File: src/hw/rtl/mer_pkg.sv
// Package for the midpoint ellipse rasterizer: widths, state and datapath
// operation codes, and the command/status structs between controller and datapath.
// No dependencies.
package mer_pkg;

  // Semi-axes are taken to AXIS_BITS bits (never wider than the input field)
  localparam int AXIS_BITS = 9;
  localparam int SEMI_W    = 9;
  localparam int COORD_W   = 10;
  localparam int PIX_W     = 12;
  localparam int AXIS_W    = (AXIS_BITS < SEMI_W) ? AXIS_BITS : SEMI_W;

  // Datapath widths, all derived from the semi-axis width
  localparam int WX_W    = AXIS_W + 1;         // walk column
  localparam int TX_W    = AXIS_W + 2;         // 2x+1
  localparam int SQ_W    = 2 * AXIS_W;         // a^2, b^2
  localparam int SLOPE_W = 3 * AXIS_W + 3;     // 2*b^2*x, 2*a^2*y
  localparam int DEC_W   = 4 * AXIS_W + 8;     // decision, scaled by 4
  localparam int MUL_A_W = SQ_W;
  localparam int MUL_B_W = 2 * TX_W;
  localparam int PROD_W  = MUL_A_W + MUL_B_W;

  // Stream payload widths
  localparam int S_DATA_W = 40;
  localparam int M_DATA_W = 24;

  // Input command kinds
  localparam logic CMD_START = 1'b0;
  localparam logic CMD_STEP  = 1'b1;

  typedef enum logic [4:0] {
    ST_IDLE,
    ST_SQ_A,
    ST_SQ_B,
    ST_AB,
    ST_INIT,
    ST_CHK,
    ST_R1_MOVE,
    ST_R1_DEC,
    ST_R2_MOVE,
    ST_R2_DEC,
    ST_SU_TX,
    ST_SU_BTX,
    ST_SU_TY,
    ST_SU_ATY,
    ST_SU_AB,
    ST_SU_DEC,
    ST_EMIT,
    ST_DONE
  } state_t;

  typedef enum logic [4:0] {
    DP_NOP,
    DP_LATCH,      // take center and semi-axes, reset the walk
    DP_SQ_A,       // prod = a*a
    DP_SQ_B,       // a2 = prod, prod = b*b
    DP_AB,         // b2 = prod, prod = a2*b
    DP_INIT,       // slope_y and region 1 decision from prod
    DP_R1_MOVE,
    DP_R1_DEC,
    DP_R2_MOVE,
    DP_R2_DEC,
    DP_SU_TX,      // prod = (2x+1)^2
    DP_SU_BTX,     // prod = b2 * prod
    DP_SU_TY,      // acc = prod, prod = (y-1)^2
    DP_SU_ATY,     // prod = a2 * prod
    DP_SU_AB,      // acc += 4*prod, prod = a2*b2
    DP_SU_DEC,     // decision = acc - 4*prod, enter region 2
    DP_FINISH
  } dp_op_t;

  typedef struct packed {
    dp_op_t     op;
    logic       out_load;
    logic       out_done;
    logic [1:0] pix_sel;
  } dp_cmd_t;

  typedef struct packed {
    logic finished;
    logic region_two;
    logic y_zero;
    logic slope_ge;
    logic out_free;
  } dp_stat_t;

endpackage

File: src/hw/rtl/mer_ctrl.sv
// Controller of the midpoint ellipse rasterizer: sequences set-up, walk steps,
// region switch and pixel output. Depends on mer_pkg.
module mer_ctrl (
  input  logic              clk,
  input  logic              rst,
  input  logic              in_valid,
  input  logic              in_command,
  output logic              in_ready,
  input  mer_pkg::dp_stat_t stat,
  output mer_pkg::dp_cmd_t  cmd
);

  mer_pkg::state_t state, state_next;
  logic [1:0]      pix_idx, pix_idx_next;

  // State and pixel counter registers
  always_ff @(posedge clk) begin
    if (rst) begin
      state   <= mer_pkg::ST_IDLE;
      pix_idx <= '0;
    end else begin
      state   <= state_next;
      pix_idx <= pix_idx_next;
    end
  end

  // Next state
  always_comb begin
    state_next   = state;
    pix_idx_next = pix_idx;
    case (state)
      mer_pkg::ST_IDLE: begin
        if (in_valid) begin
          if (in_command == mer_pkg::CMD_START) begin
            state_next = mer_pkg::ST_SQ_A;
          end else if (stat.finished) begin
            state_next = mer_pkg::ST_DONE;
          end else if (stat.region_two && stat.y_zero) begin
            state_next = mer_pkg::ST_DONE;
          end else if (stat.region_two) begin
            state_next = mer_pkg::ST_R2_MOVE;
          end else begin
            state_next = mer_pkg::ST_R1_MOVE;
          end
        end
      end
      mer_pkg::ST_SQ_A:    state_next = mer_pkg::ST_SQ_B;
      mer_pkg::ST_SQ_B:    state_next = mer_pkg::ST_AB;
      mer_pkg::ST_AB:      state_next = mer_pkg::ST_INIT;
      mer_pkg::ST_INIT:    state_next = mer_pkg::ST_CHK;
      mer_pkg::ST_CHK:     state_next = stat.slope_ge ? mer_pkg::ST_SU_TX : mer_pkg::ST_EMIT;
      mer_pkg::ST_R1_MOVE: state_next = mer_pkg::ST_R1_DEC;
      mer_pkg::ST_R1_DEC:  state_next = mer_pkg::ST_CHK;
      mer_pkg::ST_R2_MOVE: state_next = mer_pkg::ST_R2_DEC;
      mer_pkg::ST_R2_DEC:  state_next = mer_pkg::ST_EMIT;
      mer_pkg::ST_SU_TX:   state_next = mer_pkg::ST_SU_BTX;
      mer_pkg::ST_SU_BTX:  state_next = mer_pkg::ST_SU_TY;
      mer_pkg::ST_SU_TY:   state_next = mer_pkg::ST_SU_ATY;
      mer_pkg::ST_SU_ATY:  state_next = mer_pkg::ST_SU_AB;
      mer_pkg::ST_SU_AB:   state_next = mer_pkg::ST_SU_DEC;
      mer_pkg::ST_SU_DEC:  state_next = mer_pkg::ST_EMIT;
      mer_pkg::ST_EMIT: begin
        if (stat.out_free) begin
          pix_idx_next = pix_idx + 2'd1;
          if (&pix_idx) begin
            state_next = mer_pkg::ST_IDLE;
          end
        end
      end
      mer_pkg::ST_DONE: begin
        if (stat.out_free) begin
          state_next = mer_pkg::ST_IDLE;
        end
      end
      default: state_next = mer_pkg::ST_IDLE;
    endcase
  end

  // Outputs: datapath command and input ready
  always_comb begin
    in_ready     = 1'b0;
    cmd.op       = mer_pkg::DP_NOP;
    cmd.out_load = 1'b0;
    cmd.out_done = 1'b0;
    cmd.pix_sel  = pix_idx;
    case (state)
      mer_pkg::ST_IDLE: begin
        in_ready = 1'b1;
        if (in_valid) begin
          if (in_command == mer_pkg::CMD_START) begin
            cmd.op = mer_pkg::DP_LATCH;
          end else if (!stat.finished && stat.region_two && stat.y_zero) begin
            cmd.op = mer_pkg::DP_FINISH;
          end
        end
      end
      mer_pkg::ST_SQ_A:    cmd.op = mer_pkg::DP_SQ_A;
      mer_pkg::ST_SQ_B:    cmd.op = mer_pkg::DP_SQ_B;
      mer_pkg::ST_AB:      cmd.op = mer_pkg::DP_AB;
      mer_pkg::ST_INIT:    cmd.op = mer_pkg::DP_INIT;
      mer_pkg::ST_CHK:     cmd.op = mer_pkg::DP_NOP;
      mer_pkg::ST_R1_MOVE: cmd.op = mer_pkg::DP_R1_MOVE;
      mer_pkg::ST_R1_DEC:  cmd.op = mer_pkg::DP_R1_DEC;
      mer_pkg::ST_R2_MOVE: cmd.op = mer_pkg::DP_R2_MOVE;
      mer_pkg::ST_R2_DEC:  cmd.op = mer_pkg::DP_R2_DEC;
      mer_pkg::ST_SU_TX:   cmd.op = mer_pkg::DP_SU_TX;
      mer_pkg::ST_SU_BTX:  cmd.op = mer_pkg::DP_SU_BTX;
      mer_pkg::ST_SU_TY:   cmd.op = mer_pkg::DP_SU_TY;
      mer_pkg::ST_SU_ATY:  cmd.op = mer_pkg::DP_SU_ATY;
      mer_pkg::ST_SU_AB:   cmd.op = mer_pkg::DP_SU_AB;
      mer_pkg::ST_SU_DEC:  cmd.op = mer_pkg::DP_SU_DEC;
      mer_pkg::ST_EMIT:    cmd.out_load = stat.out_free;
      mer_pkg::ST_DONE: begin
        cmd.out_load = stat.out_free;
        cmd.out_done = 1'b1;
      end
      default: cmd.op = mer_pkg::DP_NOP;
    endcase
  end

endmodule

File: src/hw/rtl/mer_datapath.sv
// Datapath of the midpoint ellipse rasterizer: walk registers, shared
// multiplier, decision update and the output register. Depends on mer_pkg.
module mer_datapath (
  input  logic                                 clk,
  input  logic                                 rst,
  input  mer_pkg::dp_cmd_t                     cmd,
  output mer_pkg::dp_stat_t                    stat,
  input  logic [mer_pkg::COORD_W-1:0]          center_x,
  input  logic [mer_pkg::COORD_W-1:0]          center_y,
  input  logic [mer_pkg::SEMI_W-1:0]           semi_a,
  input  logic [mer_pkg::SEMI_W-1:0]           semi_b,
  output logic                                 out_valid,
  input  logic                                 out_ready,
  output logic signed [mer_pkg::PIX_W-1:0]     pixel_x,
  output logic signed [mer_pkg::PIX_W-1:0]     pixel_y,
  output logic                                 pixel_valid,
  output logic                                 last,
  output logic                                 done_res
);

  localparam int A = mer_pkg::AXIS_W;

  // Walk and set-up state
  logic [mer_pkg::COORD_W-1:0]       held_cx, held_cy;
  logic [A-1:0]                      hold_a, hold_b;
  logic [mer_pkg::SQ_W-1:0]          a2, b2;
  logic [mer_pkg::WX_W-1:0]          walk_x;
  logic [A-1:0]                      walk_y;
  logic signed [mer_pkg::SLOPE_W-1:0] slope_x, slope_y;
  logic signed [mer_pkg::DEC_W-1:0]  decision, acc;
  logic [mer_pkg::PROD_W-1:0]        prod;
  logic                              diag;
  logic                              finished, in_region_two;

  // Shared multiplier operands
  logic [mer_pkg::MUL_A_W-1:0]       mul_a;
  logic [mer_pkg::MUL_B_W-1:0]       mul_b;
  logic [mer_pkg::TX_W-1:0]          tx;
  logic [A-1:0]                      ty_abs;

  // Sign-extended terms for the decision update
  logic signed [mer_pkg::DEC_W-1:0]  sx_e, sy_e, a2_e, b2_e, prod4_e;
  logic signed [mer_pkg::SLOPE_W-1:0] two_a2, two_b2;

  assign tx     = {walk_x, 1'b1};
  assign ty_abs = (walk_y == '0) ? A'(1) : walk_y - A'(1);
  assign sx_e   = mer_pkg::DEC_W'(slope_x);
  assign sy_e   = mer_pkg::DEC_W'(slope_y);
  assign a2_e   = $signed(mer_pkg::DEC_W'(a2));
  assign b2_e   = $signed(mer_pkg::DEC_W'(b2));
  assign prod4_e = $signed(mer_pkg::DEC_W'({prod, 2'b00}));
  assign two_a2 = $signed(mer_pkg::SLOPE_W'({a2, 1'b0}));
  assign two_b2 = $signed(mer_pkg::SLOPE_W'({b2, 1'b0}));

  // Select multiplier operands
  always_comb begin
    mul_a = '0;
    mul_b = '0;
    case (cmd.op)
      mer_pkg::DP_SQ_A: begin
        mul_a = mer_pkg::MUL_A_W'(hold_a);
        mul_b = mer_pkg::MUL_B_W'(hold_a);
      end
      mer_pkg::DP_SQ_B: begin
        mul_a = mer_pkg::MUL_A_W'(hold_b);
        mul_b = mer_pkg::MUL_B_W'(hold_b);
      end
      mer_pkg::DP_AB: begin
        mul_a = a2;
        mul_b = mer_pkg::MUL_B_W'(hold_b);
      end
      mer_pkg::DP_SU_TX: begin
        mul_a = mer_pkg::MUL_A_W'(tx);
        mul_b = mer_pkg::MUL_B_W'(tx);
      end
      mer_pkg::DP_SU_BTX: begin
        mul_a = b2;
        mul_b = prod[mer_pkg::MUL_B_W-1:0];
      end
      mer_pkg::DP_SU_TY: begin
        mul_a = mer_pkg::MUL_A_W'(ty_abs);
        mul_b = mer_pkg::MUL_B_W'(ty_abs);
      end
      mer_pkg::DP_SU_ATY: begin
        mul_a = a2;
        mul_b = prod[mer_pkg::MUL_B_W-1:0];
      end
      mer_pkg::DP_SU_AB: begin
        mul_a = a2;
        mul_b = mer_pkg::MUL_B_W'(b2);
      end
      default: begin
        mul_a = '0;
        mul_b = '0;
      end
    endcase
  end

  // Control state: walk flags
  always_ff @(posedge clk) begin
    if (rst) begin
      finished      <= 1'b1;
      in_region_two <= 1'b0;
    end else begin
      case (cmd.op)
        mer_pkg::DP_LATCH: begin
          finished      <= 1'b0;
          in_region_two <= 1'b0;
        end
        mer_pkg::DP_SU_DEC: in_region_two <= 1'b1;
        mer_pkg::DP_FINISH: finished      <= 1'b1;
        default: ;
      endcase
    end
  end

  // Payload state: walk point, slope terms, decision, multiplier
  always_ff @(posedge clk) begin
    case (cmd.op)
      mer_pkg::DP_LATCH: begin
        held_cx <= center_x;
        held_cy <= center_y;
        hold_a  <= semi_a[A-1:0];
        hold_b  <= semi_b[A-1:0];
        walk_x  <= '0;
        walk_y  <= semi_b[A-1:0];
        slope_x <= '0;
      end
      mer_pkg::DP_SQ_A: prod <= mul_a * mul_b;
      mer_pkg::DP_SQ_B: begin
        a2   <= prod[mer_pkg::SQ_W-1:0];
        prod <= mul_a * mul_b;
      end
      mer_pkg::DP_AB: begin
        b2   <= prod[mer_pkg::SQ_W-1:0];
        prod <= mul_a * mul_b;
      end
      mer_pkg::DP_INIT: begin
        // prod holds a^2*b here
        slope_y  <= $signed(mer_pkg::SLOPE_W'({prod, 1'b0}));
        decision <= (b2_e <<< 2) - prod4_e + a2_e;
      end
      mer_pkg::DP_R1_MOVE: begin
        walk_x  <= walk_x + mer_pkg::WX_W'(1);
        slope_x <= slope_x + two_b2;
        diag    <= !decision[mer_pkg::DEC_W-1];
        if (!decision[mer_pkg::DEC_W-1]) begin
          walk_y  <= walk_y - A'(1);
          slope_y <= slope_y - two_a2;
        end
      end
      mer_pkg::DP_R1_DEC: begin
        if (diag) begin
          decision <= decision + ((sx_e - sy_e + b2_e) <<< 2);
        end else begin
          decision <= decision + ((sx_e + b2_e) <<< 2);
        end
      end
      mer_pkg::DP_R2_MOVE: begin
        walk_y  <= walk_y - A'(1);
        slope_y <= slope_y - two_a2;
        // x moves when the decision is not above zero
        diag    <= decision[mer_pkg::DEC_W-1] || (decision == '0);
        if (decision[mer_pkg::DEC_W-1] || (decision == '0)) begin
          walk_x  <= walk_x + mer_pkg::WX_W'(1);
          slope_x <= slope_x + two_b2;
        end
      end
      mer_pkg::DP_R2_DEC: begin
        if (diag) begin
          decision <= decision + ((sx_e - sy_e + a2_e) <<< 2);
        end else begin
          decision <= decision + ((a2_e - sy_e) <<< 2);
        end
      end
      mer_pkg::DP_SU_TX:  prod <= mul_a * mul_b;
      mer_pkg::DP_SU_BTX: prod <= mul_a * mul_b;
      mer_pkg::DP_SU_TY: begin
        acc  <= $signed(mer_pkg::DEC_W'(prod));
        prod <= mul_a * mul_b;
      end
      mer_pkg::DP_SU_ATY: prod <= mul_a * mul_b;
      mer_pkg::DP_SU_AB: begin
        acc  <= acc + prod4_e;
        prod <= mul_a * mul_b;
      end
      mer_pkg::DP_SU_DEC: decision <= acc - prod4_e;
      default: ;
    endcase
  end

  // Status toward the controller
  assign stat.finished   = finished;
  assign stat.region_two = in_region_two;
  assign stat.y_zero     = (walk_y == '0);
  assign stat.slope_ge   = (slope_x >= slope_y);
  assign stat.out_free   = !out_valid || out_ready;

  // Mirror the walk point into the selected pixel
  logic [mer_pkg::PIX_W-1:0] cx_e, cy_e, x_e, y_e;
  assign cx_e = mer_pkg::PIX_W'(held_cx);
  assign cy_e = mer_pkg::PIX_W'(held_cy);
  assign x_e  = mer_pkg::PIX_W'(walk_x);
  assign y_e  = mer_pkg::PIX_W'(walk_y);

  // Output register: load a result or drop it once taken
  always_ff @(posedge clk) begin
    if (rst) begin
      out_valid <= 1'b0;
    end else if (cmd.out_load) begin
      out_valid <= 1'b1;
    end else if (out_ready) begin
      out_valid <= 1'b0;
    end
  end

  always_ff @(posedge clk) begin
    if (cmd.out_load) begin
      if (cmd.out_done) begin
        pixel_x     <= '0;
        pixel_y     <= '0;
        pixel_valid <= 1'b0;
        last        <= 1'b1;
        done_res    <= 1'b1;
      end else begin
        pixel_x     <= cmd.pix_sel[0] ? (cx_e - x_e) : (cx_e + x_e);
        pixel_y     <= (cmd.pix_sel[0] ^ cmd.pix_sel[1]) ? (cy_e - y_e) : (cy_e + y_e);
        pixel_valid <= 1'b1;
        last        <= &cmd.pix_sel;
        done_res    <= 1'b0;
      end
    end
  end

endmodule

File: src/hw/rtl/midpoint_ellipse_rasterizer.sv
// Top level of the midpoint ellipse rasterizer: stream ports, controller and
// datapath. Depends on mer_pkg, mer_ctrl and mer_datapath.
//
//   channel   direction  handshake                    payload
//   s_axis    in         s_axis_tvalid/s_axis_tready  tdata: center/semi-axes, tuser: command
//   m_axis    out        m_axis_tvalid/m_axis_tready  tdata: pixel, tuser: flags, tlast
//
// Start: accept, 3 multiplies on the shared multiplier, init, check, four pixel
// outputs; a zero slope term sends it to the region 2 set-up multiplies and adds first.
// Step: accept, move, decision update, a check in region 1 (with the set-up on
// the region switch), then the pixel outputs; a done result is one output.
// One item at a time; output back-pressure stretches the output cycles.
// Reset (rst, synchronous) leaves the walk finished and the output empty.
module midpoint_ellipse_rasterizer (
  input  logic                           clk,
  input  logic                           rst,
  input  logic                           s_axis_tvalid,
  output logic                           s_axis_tready,
  // [9:0] center_x, [19:10] center_y, [28:20] semi_a, [37:29] semi_b, [39:38] zero
  input  logic [mer_pkg::S_DATA_W-1:0]   s_axis_tdata,
  // [0] command
  input  logic [0:0]                     s_axis_tuser,
  output logic                           m_axis_tvalid,
  input  logic                           m_axis_tready,
  // [11:0] pixel_x, [23:12] pixel_y
  output logic [mer_pkg::M_DATA_W-1:0]   m_axis_tdata,
  // [0] pixel_valid, [1] done_res
  output logic [1:0]                     m_axis_tuser,
  output logic                           m_axis_tlast
);

  mer_pkg::dp_cmd_t  cmd;
  mer_pkg::dp_stat_t stat;

  logic signed [mer_pkg::PIX_W-1:0] pixel_x, pixel_y;
  logic                             pixel_valid, done_res;

  // Sequence each transaction
  mer_ctrl u_ctrl (
    .clk        (clk),
    .rst        (rst),
    .in_valid   (s_axis_tvalid),
    .in_command (s_axis_tuser[0]),
    .in_ready   (s_axis_tready),
    .stat       (stat),
    .cmd        (cmd)
  );

  // Walk arithmetic and result register
  mer_datapath u_datapath (
    .clk         (clk),
    .rst         (rst),
    .cmd         (cmd),
    .stat        (stat),
    .center_x    (s_axis_tdata[9:0]),
    .center_y    (s_axis_tdata[19:10]),
    .semi_a      (s_axis_tdata[28:20]),
    .semi_b      (s_axis_tdata[37:29]),
    .out_valid   (m_axis_tvalid),
    .out_ready   (m_axis_tready),
    .pixel_x     (pixel_x),
    .pixel_y     (pixel_y),
    .pixel_valid (pixel_valid),
    .last        (m_axis_tlast),
    .done_res    (done_res)
  );

  // Pack the result transaction
  assign m_axis_tdata = {pixel_y, pixel_x};
  assign m_axis_tuser = {done_res, pixel_valid};

endmodule
File: config.mk
export PLATFORM = sky130hd
export DESIGN_NAME = midpoint_ellipse_rasterizer
export DESIGN_NICKNAME = d
export VERILOG_FILES = /design/src/hw/rtl/mer_pkg.sv /design/src/hw/rtl/mer_ctrl.sv /design/src/hw/rtl/mer_datapath.sv /design/src/hw/rtl/midpoint_ellipse_rasterizer.sv
export SDC_FILE = /design/constraint.sdc
export NUM_CORES = 2
export LEC_CHECK = 0
export ABC_CLOCK_PERIOD_IN_PS = 10100
export BUFFER_PORTS_ARGS = -buffer_cell sky130_fd_sc_hd__buf_2
export CORE_MARGIN = 4
export CORE_UTILIZATION = 25
export CTS_CLUSTER_DIAMETER = 30
export DETAILED_ROUTE_END_ITERATION = 8
export PLACE_DENSITY = 0.48
export RECOVER_POWER = 50
export SKIP_LAST_GASP = 1
export SLEW_MARGIN = 20
export SYNTH_ARGS = -nofsm -noshare
export SYNTH_HDL_FRONTEND = slang
export SYNTH_SLANG_ARGS = --single-unit
File: constraint.sdc
create_clock -name clk -period 10.1 [get_ports clk]
set_clock_uncertainty 0.05 [all_clocks]
set_input_delay 0.505 -clock clk [delete_from_list [all_inputs] [get_ports clk]]
set_output_delay 0.505 -clock clk [all_outputs]
set_load 0.05 [all_outputs]
# ---- Yosys cells after proc, flatten, opt, wreduce, memory -nomap -nowiden
# Index checks and enable logic that the tools add are counted.
dict set report totals {
  out_inout_bits 29
  wordCells 161
  reg_bits 319
  in_bits 45
}
dict set report op_classes {
  reduce_logical 32
  mul 1
  bitwise 1
  muxes 41
  magnitude_cmp 1
  eq_ne 39
  n_addsub 22
}
# operator n
set ops {}
lappend ops {{30-bit one-hot mux with 3 select lines} 2}
lappend ops {{44-bit adder} 4}
lappend ops {{44-bit one-hot mux with 4 select lines} 1}
lappend ops {{22-bit one-hot mux with 6 select lines} 1}
lappend ops {{18-bit one-hot mux with 6 select lines} 1}
lappend ops {{44-bit 2-to-1 mux} 2}
lappend ops {{44-bit one-hot mux with 2 select lines} 1}
lappend ops {{42-bit by 19-bit adder with 42-bit output} 2}
lappend ops {{5-bit by 4-bit == test with 1-bit output, second input constant} 16}
lappend ops {{5-bit one-hot mux with 16 select lines} 1}
lappend ops {{5-bit one-hot mux with 15 select lines} 1}
lappend ops {{30-bit 2-to-1 mux} 2}
lappend ops {{5-bit 2-to-1 mux} 11}
lappend ops {{44-bit by 19-bit adder with 44-bit output} 1}
lappend ops {{44-bit by 43-bit adder with 44-bit output} 1}
lappend ops {{44-bit logical NOT} 1}
lappend ops {{44-bit by 43-bit subtractor with 44-bit output} 1}
lappend ops {{20-bit by 42-bit subtractor with 43-bit output} 1}
lappend ops {{5-bit by 3-bit == test with 1-bit output, second input constant} 8}
lappend ops {{18-bit by 22-bit multiplier with 40-bit output} 1}
lappend ops {{30-bit by 19-bit adder with 31-bit output} 1}
lappend ops {{19-bit by 30-bit subtractor with 31-bit output} 1}
lappend ops {{30-bit by 30-bit subtractor with 31-bit output} 1}
lappend ops {{30-bit by 20-bit adder with 30-bit output} 1}
lappend ops {{other kinds (36)} 74}

# ---- Depth between registers and ports, before layout
dict set report logic_depth {
  word_depth 11
  ltp_mapped 35
  mapped_depth_nobuf 35
}

# ---- Modules after synthesis
# From an unflattened synthesis, not the netlist that was laid out.
dict set report unflattened {
  hier_cells 5098
  area_unflattened_um2 43757.0
}
# module seq_area_each_um2 area_each_um2 n_inst cells_each
set modules_own_cells {}
lappend modules_own_cells {mer_datapath 9278.9 43143.9 1 5017}
lappend modules_own_cells {mer_ctrl 140.1 598.1 1 79}
lappend modules_own_cells {midpoint_ellipse_rasterizer 0.0 15.0 1 2}

# ---- Worst setup path after synthesis
# No wires, ideal clock.
dict set report synth_timing {
  kind {register -> register}
  start {register u_ctrl.state[2]}
  end {register u_datapath.prod[38] (netlist bit) (data pin)}
  path_buffers 3
  period_less_slack_ns 10.113
  path_slack_ns -0.013
  setup_time_ns 0.262
  path_stages_with_launch 29
  arrival_ns 9.801
  required_ns 9.788
  cell_sequence {dfxtp_1 clkbuf_1 buf_1 nor4_1 a222oi_1 nand2_1 clkbuf_1 nand2_1 fa_1 inv_1 fa_1 fa_1 fa_1 inv_1 fa_1 inv_1 ha_1 a21o_1 a21o_1 a21oi_1 a21oi_1 a2111oi_0 o21a_1 o21ai_0 o41ai_1 o211ai_1 a21oi_1 o21bai_1 xor2_1}
}
dict set report synth_between {
  elab_chain_cells 6
  word_cells_on_any_way 30
  classes_between {mul: 1; eq/ne: 22; mux: 3; reduce/logical: 4}
}
# element line
set synth_lines {}
lappend synth_lines {{start: declaration} mer_ctrl.sv:13} ;# mer_pkg::state_t state, state_next;
lappend synth_lines {{start signal: assignment} mer_ctrl.sv:19} ;# state <= mer_pkg::ST_IDLE;
lappend synth_lines {{start signal: assignment} mer_ctrl.sv:22} ;# state <= state_next;
lappend synth_lines {{5-bit by 4-bit == test with 1-bit output (tied with other cells)} mer_ctrl.sv:86} ;# case (state)
lappend synth_lines {{5-bit one-hot mux with 15 select lines (*)} mer_ctrl.sv:86}
lappend synth_lines {{5-bit by 3-bit == test with 1-bit output (tied with other cells)} {mer_datapath.sv:59, mer_datapath.sv:119}}
lappend synth_lines {{3-bit OR reduction (no line) or 2-bit OR reduction (tied branches)} -}
lappend synth_lines {{18-bit one-hot mux with 6 select lines or 22-bit one-hot mux with 6 select lines (tied branches)} mer_datapath.sv:59} ;# case (cmd.op)
lappend synth_lines {{18-bit by 22-bit multiplier with 40-bit output (*)} -}
lappend synth_lines {{end signal: assignment} mer_datapath.sv:129} ;# mer_pkg::DP_SQ_A: prod <= mul_a * mul_b;
lappend synth_lines {{end signal: assignment} mer_datapath.sv:132} ;# prod <= mul_a * mul_b;
lappend synth_lines {{end signal: assignment} mer_datapath.sv:136} ;# prod <= mul_a * mul_b;
lappend synth_lines {{end: declaration} mer_datapath.sv:31} ;# logic [mer_pkg::PROD_W-1:0] prod;
# Mark *: on every way between the ends. The rest lies on a longest branch, timed or not.
# A chain may end at the register's enable or synchronous reset.

# ---- Final worst setup path
dict set report layout_timing {
  start {register u_datapath.walk_y[6]}
  end {register u_datapath.prod[39] (netlist bit) (data pin)}
}
dict set report layout_between {
  elab_chain_cells 10
  word_cells_on_any_way 22
  classes_between {add/sub: 1; mul: 1; eq/ne: 8; mux: 7; reduce/logical: 5}
}
# element line
set layout_lines {}
lappend layout_lines {{start: declaration} mer_datapath.sv:28} ;# logic [A-1:0] walk_y;
lappend layout_lines {{start signal: assignment} mer_datapath.sv:126} ;# walk_y <= semi_b[A-1:0];
lappend layout_lines {{start signal: assignment} mer_datapath.sv:148} ;# walk_y <= walk_y - A'(1);
lappend layout_lines {{start signal: assignment} mer_datapath.sv:160} ;# walk_y <= walk_y - A'(1);
lappend layout_lines {{9-bit logical NOT} {mer_datapath.sv:46, mer_datapath.sv:195}}
lappend layout_lines {{1-bit logical AND} mer_ctrl.sv:92} ;# end else if (!stat.finished && stat.region_two && stat.y_zero) begin
lappend layout_lines {{5-bit 2-to-1 mux} mer_ctrl.sv:92}
lappend layout_lines {{5-bit 2-to-1 mux} mer_ctrl.sv:90} ;# if (in_command == mer_pkg::CMD_START) begin
lappend layout_lines {{5-bit 2-to-1 mux} mer_ctrl.sv:89} ;# if (in_valid) begin
lappend layout_lines {{5-bit one-hot mux with 15 select lines} mer_ctrl.sv:86}
lappend layout_lines {{5-bit by 3-bit == test with 1-bit output (tied with other cells)} {mer_datapath.sv:59, mer_datapath.sv:119}}
lappend layout_lines {{3-bit OR reduction (no line) or 2-bit OR reduction (tied branches)} -}
lappend layout_lines {{18-bit one-hot mux with 6 select lines or 22-bit one-hot mux with 6 select lines (tied branches)} mer_datapath.sv:59}
lappend layout_lines {{18-bit by 22-bit multiplier with 40-bit output (*)} -}
# Marked as above.

==> impl_metrics.csv <==
group,metric,value,unit
placement,gp_congestion,0.885,
clocking,clock_sinks,317,
routing,routedWlPerCell,18.0,um
sta,slew_headroom,-91.6,%
sta,period_share,95.3,%
clocking,cts-root-buf,"clkbuf_16",
routing,drc,0,
clocking,post-cts-setup-buffer-count,0,
status,violations,"max-capacitance violations, max-slew violations",
setup_path,startpoint_type,"register",
sta,max_freq,104,MHz
routing,dr.pass1.iters,9,
clocking,numCtsBuffers,85,
setup_path,crit_slowest_cell,"a222oi_1",
sta,drv_slew,317,
run,drv_cap,7,
yosys,synth_warnings,0,
clocking,cts_buffer_depth,3,
power_and_ir_drop,p_leak,21.4,nW
sta,finalSetupTns,0,ns
floorplan,initial_core_util,25.2,%
yosys,synth.cell_area,43400,um^2
floorplan,die_w,425,um
sta,rsz0062_at_grt,"no",
yosys,syn-num-nets,5850,
sta,worstMarginPinSlew,2.87,ns
routing,drtAntennaViolNets,0,
placement,portBuffers,71,
status,status,"complete, but fails checks",
power_and_ir_drop,vdd_drop_max,0.132,mV
power_and_ir_drop,power_density,215,nW/um^2
floorplan,die-area,180000,um^2
global_route,grt_util_all_layers,14.9,%
sta,hold_violations,0,
final_layout,final_cell_area,50300,um^2
yosys,yosysUniqueCellTypes,101,
setup_path,critPathMaxStageDelay,0.66,ns
routing,vias,36500,
yosys,syn_avg_cell_area,8.64,um^2
routing,viasPerCell,4.85,
routing,drt_iter0_markers,2328,
setup_path,cp_top_family,"compound AO/OA/AOI/OAI gates",
floorplan,pin_count,74,
global_route,grt_max_degree,79,
yosys,synthCells,5025,
final_layout,area_growth,15.8,%
setup_path,worstPathMaxFanout,9,
setup_path,critPathMostFrequentCell,"fa_1",
final_layout,final_layout_size_suffix_gt1_share,6.32,%
setup_path,cp-end-kind,"register",
clocking,path_clk_slew,0.05,ns
placement,placed_cell_area,46800,um^2
floorplan,die_height,425,um
clocking,insertion_delay,0.72,ns
yosys,synth-seq-cells,317,
sta,final-setup-viol-count,0,
floorplan,fp.coreArea,172000,um^2
min_path,holdCritPathClass,"primary input to register",
global_route,grt_first_pass_wirelength,212000,um
yosys,synth_seq_area_share,21.7,%
setup_path,required,10.49,ns
routing,wirelength,135000,um
yosys,async_reset_ff_share,0,%
global_route,overflow,0,
setup_path,arrival,10.02,ns
floorplan,rows,152,
clocking,cts_tree,"done",
placement,dp_hpwl,111000,um
final_layout,layout_commonest_cell,"inv_1",
global_route,first_global_vias,37600,
final_layout,layout_common_cells,"614 x inv_1, 515 x nor2_1, 447 x nand2_1, 444 x ha_1, 336 x fa_1",
setup_path,critPathBufInv,4,
setup_path,critical_path_class,"register to register",
final_layout,fillers,18300,
global_route,antenna_found_initial,3,
sta,fin_crit,9.63,ns
clocking,h-tree-depth,3,
yosys,ys.flop_type,"edfxtp_1",
final_layout,nNetsFinal,5960,
yosys,synth_edf_count,307,
worst reg2reg max path: cells and delay by family, from the launching register on:
kind | cells | cell delay [ns]
AOI/OAI and AO/OA | 11 | 3.39
adders and majority gates | 7 | 3.37
and+or+nand+nor | 6 | 1.77
DFF | 1 | 0.47
buffers and inverters | 4 | 0.20
xor gates and xnor gates | 1 | 0.09
timing repair:
item / CTS / global route
hold buffers: 38 / 0
endpoints found under the setup margin: 0 / 2
endpoints found under the hold margin: 38 / 0
resized for setup: 0 / 1
Yosys cell counts (11+ instances only):
cell         n  area [um^2]
nor2_1     519         1950
a211oi_1    43          323
a31oi_1     33          206
xnor2_1    278         2430
a211o_1     12          105
nand4_1     35          219
a22o_1      19          166
o211ai_1    25          188
clkbuf_1   170          638
o21ai_0    263         1320
fa_1       336         6730
a21oi_1    327         1640
o2111ai_1   14          123
edfxtp_1   307         9220
a222oi_1    14          140
and2_1      32          200
nor2b_1     50          313
nand2b_1    79          494
nor3_1      74          370
nor3b_1     11         82.6
a21o_1     106          796
a22oi_1     41          308
o21a_1      47          353
mux2i_1     30          300
o31a_1      12          105
nor4_1      38          238
xor2_1      95          832
or3_1       30          188
o21bai_1    79          593
nand3_1     84          420
nand2_1    448         1680
and4_1      18          158
inv_1      614         2300
or2_2       11         68.8
and3_1      39          244
o31ai_1     25          188
ha_1       444         5560
final cells by class:
type	count	area, um^2	area share [%]
diodes	1	2.50	0.00498
clock buffers	100	2210	4.40
clock inverters	56	982	1.95
inverters	618	2320	4.61
multi-input cells	3909	31100	61.8
flip-flops and latches	317	9420	18.7
well taps	2310	2890	5.75
repair buffers	204	1360	2.70
layer usage:
| metal | vias up | share of wire (%) | global-route usage (%) |
|---|---|---|---|
| met5 | - | 0.0096 | 0 |
| met4 | 2 | 3.7 | 5.65 |
| met3 | 204 | 5.1 | 2.15 |
| met2 | 816 | 45 | 24.2 |
| met1 | 17800 | 46 | 20.0 |
| li1 | 17700 | - | - |
report_power, final:
part / internal [mW] / switching [mW] / total [mW]
clock: 2.06 / 0.963 / 3.02
combinational: 2.20 / 3.40 / 5.60
sequential: 1.85 / 0.356 / 2.21
total: 6.11 / 4.72 / 10.8
final timing paths:
path,start,endpoint,slack [ns],cells after the start
min,rst,u_datapath.in_region_two,0.06,2
max,u_datapath.walk_y[6],u_datapath.prod[39],0.47,29
max reg2reg,u_datapath.walk_y[6],u_datapath.prod[39],0.47,29
min reg2reg,u_ctrl.pix_idx[1],u_ctrl.pix_idx[1],0.45,2
sequential cells by signal, summed over array words and instances, names as in the netlist:
register and cells:
u_ctrl.pix_idx 2, u_ctrl.state 5, u_datapath.a2 18, u_datapath.acc 44, u_datapath.b2 18, u_datapath.decision 44
u_datapath.diag 1, u_datapath.done_res 1, u_datapath.finished 1, u_datapath.held_cx 10, u_datapath.held_cy 10, u_datapath.hold_a 9
u_datapath.hold_b 9, u_datapath.in_region_two 1, u_datapath.last 1, u_datapath.out_valid 1, u_datapath.pixel_valid 1, u_datapath.pixel_x 12
u_datapath.pixel_y 12, u_datapath.prod 40, u_datapath.slope_x 29, u_datapath.slope_y 29, u_datapath.walk_x 10, u_datapath.walk_y 9
logic make-up after synthesis:
family / after synthesis / synth area share, %
and+or+nand+nor: 1511 / 16.2
AOI/OAI and AO/OA: 1200 / 18.0
buffers and inverters: 799 / 6.93
adders and majority gates: 780 / 28.3
xor gates and xnor gates: 374 / 7.58
DFF: 317 / 21.7
muxes: 44 / 1.31
through the flow:
step	utilization, %	power (mW)	setup WS [ns]	hold slack [ns]	std cells
3_5_place_dp	27.2	7.75	0.547	0.440	7320
3_3_place_gp	27.2	7.70	0.520	0.429	7319
4_1_cts	29.3	10.9	0.435	0.00490	7514
5_1_grt	29.2	11.6	0.109	0.0420	7515
6_report	29.2	10.8	0.472	0.0620	7515
2_1_floorplan	-	6.25	1.09	0.415	5025
No activity file was read; power rests on OpenSTA's default activity.
